## src/rtl/core/rsch_pkg.sv

```systemverilog
// Shared types and constants for the ray/sphere nearest-hit block.
package rsch_pkg;

    // Sizing of the query.
    localparam int MAX_SPHERES = 256;
    localparam int FRAC_BITS   = 16;
    localparam int CNT_W       = $clog2(MAX_SPHERES + 2);
    localparam int IDX_W       = 8;

    // Interior arithmetic widths.
    localparam int SUM_W  = 128;
    localparam int ROOT_W = 64;
    localparam int REM_W  = 68;
    localparam int PROD_W = 66;
    localparam int OPD_W  = 33;

    // Smallest accepted root, at 2*FRAC_BITS fraction bits.
    localparam logic signed [63:0] EPS = 64'sd1 <<< (2 * FRAC_BITS - 14);

    // Queue depth between the front and the arithmetic engine.
    localparam int QDEPTH = 2;
    localparam int QPTR_W = $clog2(QDEPTH);

    // Command codes.
    localparam logic CMD_BEGIN  = 1'b0;
    localparam logic CMD_SPHERE = 1'b1;

    // Stream widths.
    localparam int IN_DATA_W  = 280;
    localparam int OUT_DATA_W = 48;

    // One queued transaction.
    typedef struct packed {
        logic               command;
        logic signed [31:0] origin_x;
        logic signed [31:0] origin_y;
        logic signed [31:0] origin_z;
        logic signed [17:0] dir_x;
        logic signed [17:0] dir_y;
        logic signed [17:0] dir_z;
        logic signed [31:0] center_x;
        logic signed [31:0] center_y;
        logic signed [31:0] center_z;
        logic        [30:0] radius;
        logic               last_sphere;
    } item_t;

    // One query result.
    typedef struct packed {
        logic        index_overflow;
        logic [31:0] hit_distance;
        logic [7:0]  sphere_index;
        logic        hit;
    } result_t;

endpackage

```

## src/rtl/core/rsch_queue.sv

```systemverilog
// Short queue that decouples the accepting front from the arithmetic engine.
module rsch_queue
(
    input  logic           clk,
    input  logic           rst_n,
    input  logic           push,
    input  rsch_pkg::item_t push_item,
    output logic           full,
    input  logic           pop,
    output logic           empty,
    output rsch_pkg::item_t pop_item
);
    import rsch_pkg::*;

    item_t               mem [QDEPTH];
    logic [QPTR_W-1:0]   wr_ptr_reg;
    logic [QPTR_W-1:0]   rd_ptr_reg;
    logic [QPTR_W:0]     count_reg;

    assign full     = (count_reg == (QPTR_W + 1)'(QDEPTH));
    assign empty    = (count_reg == '0);
    assign pop_item = mem[rd_ptr_reg];

    // Storage is written at the write pointer only.
    always_ff @(posedge clk)
    begin
        if (push && !full)
        begin
            mem[wr_ptr_reg] <= push_item;
        end
    end

    // Pointer and fill count bookkeeping.
    always_ff @(posedge clk or negedge rst_n)
    begin
        if (!rst_n)
        begin
            wr_ptr_reg <= '0;
            rd_ptr_reg <= '0;
            count_reg  <= '0;
        end
        else
        begin
            if (push && !full)
            begin
                wr_ptr_reg <= wr_ptr_reg + 1'b1;
            end
            if (pop && !empty)
            begin
                rd_ptr_reg <= rd_ptr_reg + 1'b1;
            end
            if ((push && !full) && !(pop && !empty))
            begin
                count_reg <= count_reg + 1'b1;
            end
            else if (!(push && !full) && (pop && !empty))
            begin
                count_reg <= count_reg - 1'b1;
            end
        end
    end

endmodule

```

## config.mk

```make
export PLATFORM = sky130hd
export DESIGN_NAME = rsch_queue
export DESIGN_NICKNAME = d
export VERILOG_FILES = /design/src/rtl/core/rsch_pkg.sv /design/src/rtl/core/rsch_queue.sv
export SDC_FILE = /design/constraint.sdc
export NUM_CORES = 1
export LEC_CHECK = 0
export BUFFER_PORTS_ARGS = -buffer_cell sky130_fd_sc_hd__clkbuf_2
export CAP_MARGIN = 20
export CORE_AREA = 2 2 220 222
export DETAILED_ROUTE_END_ITERATION = 8
export DIE_AREA = 0 0 222 224
export PLACE_DENSITY = 0.7
export SETUP_SLACK_MARGIN = 0.02
export SYNTH_ARGS = -nofsm -noshare
export SYNTH_HDL_FRONTEND = slang
export SYNTH_SLANG_ARGS = --single-unit
```

## constraint.sdc

```tcl
create_clock -name clk -period 19.6 [get_ports clk]
set_input_delay 2.94 -clock clk [delete_from_list [all_inputs] [get_ports clk]]
set_output_delay 2.94 -clock clk [all_outputs]
set_load 0.02 [all_outputs]
```

==> results.sh <==
export IMPL_critPathArrivalTime_ns=4.09
export IMPL_startpoint_type="flip-flop"
export IMPL_fin_area_mm2=0.02621
export IMPL_worstPathRequired_ns=16.66
export IMPL_overflow=0
export IMPL_start_util=0.4466
export IMPL_cts_resized=0
export IMPL_die_x_um=222
export IMPL_fin_tns_setup_ns=0
export IMPL_numCtsBuffers=55
export IMPL_dp_hpwl_um=31180
export IMPL_path_max_fanout=63
export IMPL_portBuffers=563
export IMPL_die_area_mm2=0.04973
export IMPL_slew_viol_final=0
export IMPL_skew_ns=0.01106
export IMPL_drv_cap=0
export IMPL_io_pins=564
export IMPL_setup_ws_ns=12.57
export IMPL_rows=80
export IMPL_area_growth_syn_to_layout_pct=23.95
export IMPL_drc=0
export IMPL_final_common_cell="clkbuf_2"
export IMPL_yosysUniqueCellTypes=15
export IMPL_relSlewSlack=0.3057
export IMPL_rsz0062_at_grt="no"
export IMPL_clk_latency_ns=0.58
export IMPL_dpl_cell_area_mm2=0.02454
export IMPL_drtIter0Drc=727
export IMPL_synth_seq_cells=562
export IMPL_period_share=0.3584
export IMPL_fin_util=0.5536
export IMPL_post_cts_buffers=0
export IMPL_ys_warnings_count=0
export IMPL_path_class="reg2out"
export IMPL_core_mm2=0.04735
export IMPL_num_nets_final=1772
export IMPL_mostFrequentLayoutCells="563 x clkbuf_2, 558 x edfxtp_1, 200 x mux2_4"
export IMPL_worstMarginPinSlew_ns=1.041
export IMPL_fill_cells=3620
export IMPL_place_ws_ns=13.16
export IMPL_powerDensity_mw_per_mm2=159.1
export IMPL_finalPower_mw=4.169
export IMPL_grt_max_degree=74
export IMPL_grt_pass1_vias=10740
export IMPL_cts_tree="yes"
export IMPL_grt_pass1_wl_um=64190
export IMPL_synthesis_area_mm2=0.02114
export IMPL_max_freq_mhz=142.3
export IMPL_antenna_left=0
export IMPL_drive_above_1_share=0.6090
export IMPL_wl_per_cell_um=20.68
export IMPL_end_kind="output port"
export IMPL_cts_sinks=562
export IMPL_syn_inst=887
export IMPL_wirelength_um=44320
export IMPL_peakVddDrop_v=0.00009380
export IMPL_place_congestion=0.8782
export IMPL_hp_class="reg2reg"
export IMPL_hold_viol=0
export IMPL_antenna_found_initial=2
export IMPL_synth_avg_cell_area_um2=23.84
export IMPL_die_y_um=224
export IMPL_setup_violations=0
export IMPL_viasPerCell=4.915
export IMPL_clk_pin_slew_ns=0.05
export IMPL_cts_buffer_depth=3
export IMPL_cts_root_buffer="clkbuf_16"
export IMPL_largest_reg_flops=558
export IMPL_vias=10530
export IMPL_first_pass_iters=4
export IMPL_syn_nets=1171
export IMPL_grt_usage=0.1717
export IMPL_holdBufCountCts=0
export IMPL_final_min_clock_period_ns=7.025
export IMPL_ys_seq_area_frac=0.7972
export IMPL_leakage_nw=10.44
export IMPL_h_tree_depth=2
export IMPL_status="completed"
[synth_stat cells (all sizes together)]
cell	n	share of area
nand2	1	0.00018
and3	1	0.00030
ha	1	0.00059
mux2	279	0.18
xor2	2	0.00083
nand2b	1	0.00030
dfrtp	4	0.0047
buf	31	0.014
xnor2	3	0.0012
o21ai	1	0.00024
inv	2	0.00036
nor2	3	0.00053
edfxtp	558	0.79
[per-stage QoR]
step,hold slack [ns],cells
floorplan,0.4604,887
global placement,0.5001,2046
detailed placement,0.5193,2046
CTS,0.5296,2142
global route,0.5599,2143
finish,0.5279,2143
[cells by family (layout without fill, tap and decap cells)]
kind of cell | count (synthesis) | after routing | share of synthesized area
buf+inv | 33 | 673 | 0.01450
other cells | 0 | 1 | 0
flops | 562 | 562 | 0.7972
compound gates | 1 | 1 | 0.0002365
xor+xnor | 5 | 5 | 0.002072
fa+ha+maj | 1 | 1 | 0.0005917
mux | 279 | 279 | 0.1841
simple gates | 6 | 6 | 0.001302
[worst max-delay path: stages, from the launching register on]
cell and delay (ns):
dfrtp_4 1.04, buf_4 0.95, buf_4 0.85, mux2_4 0.36, clkbuf_2 0.16
[worst paths after layout]
check | startpoint | end | slack [ns] | depth (start not counted)
worst max-delay path | rd_ptr_reg$_DFFE_PN0P_ | pop_item[195] | 12.57 | 4
worst min-delay path | count_reg[1]$_DFFE_PN0P_ | count_reg[1]$_DFFE_PN0P_ | 0.53 | 1
worst max register to register | count_reg[0]$_DFFE_PN0P_ | mem[0][138]$_DFFE_PP_ | 16.04 | 5
worst min register to register | count_reg[1]$_DFFE_PN0P_ | count_reg[1]$_DFFE_PN0P_ | 0.53 | 1
max in group asynchronous | rst_n | rd_ptr_reg$_DFFE_PN0P_ | 17.30 | 1
min in group asynchronous | rst_n | count_reg[1]$_DFFE_PN0P_ | 2.16 | 1
[metal layers]
metal,GRT usage,vias to the layer above,part of all wire
met5,0,-,0.00029
met4,0.06888,2,0.035
met3,0.07319,91,0.10
met2,0.2784,464,0.48
met1,0.2028,5225,0.38
li1,-,4751,-
[area by class of cell]
type / instances / area (um^2) / share of cell area
Antenna cell: 1 / 2.502 / 0.00009548
Clock buffer: 66 / 1418 / 0.05409
Clock inverter: 30 / 250.2 / 0.009548
Inverter: 2 / 7.507 / 0.0002864
Multi-Input combinational cell: 292 / 3994 / 0.1524
Sequential cell: 562 / 16860 / 0.6433
Tap cell: 615 / 769.5 / 0.02936
Timing Repair Buffer: 575 / 2908 / 0.1109
[report_power, final]
group          leakage [nW]  switching, mW  internal, mW
clock                 0.810          0.417         0.564
sequential             5.23         0.0934          1.65
combinational          4.40          0.849         0.599
total                  10.4           1.36          2.81
No activity file was read; power rests on OpenSTA's default activity.
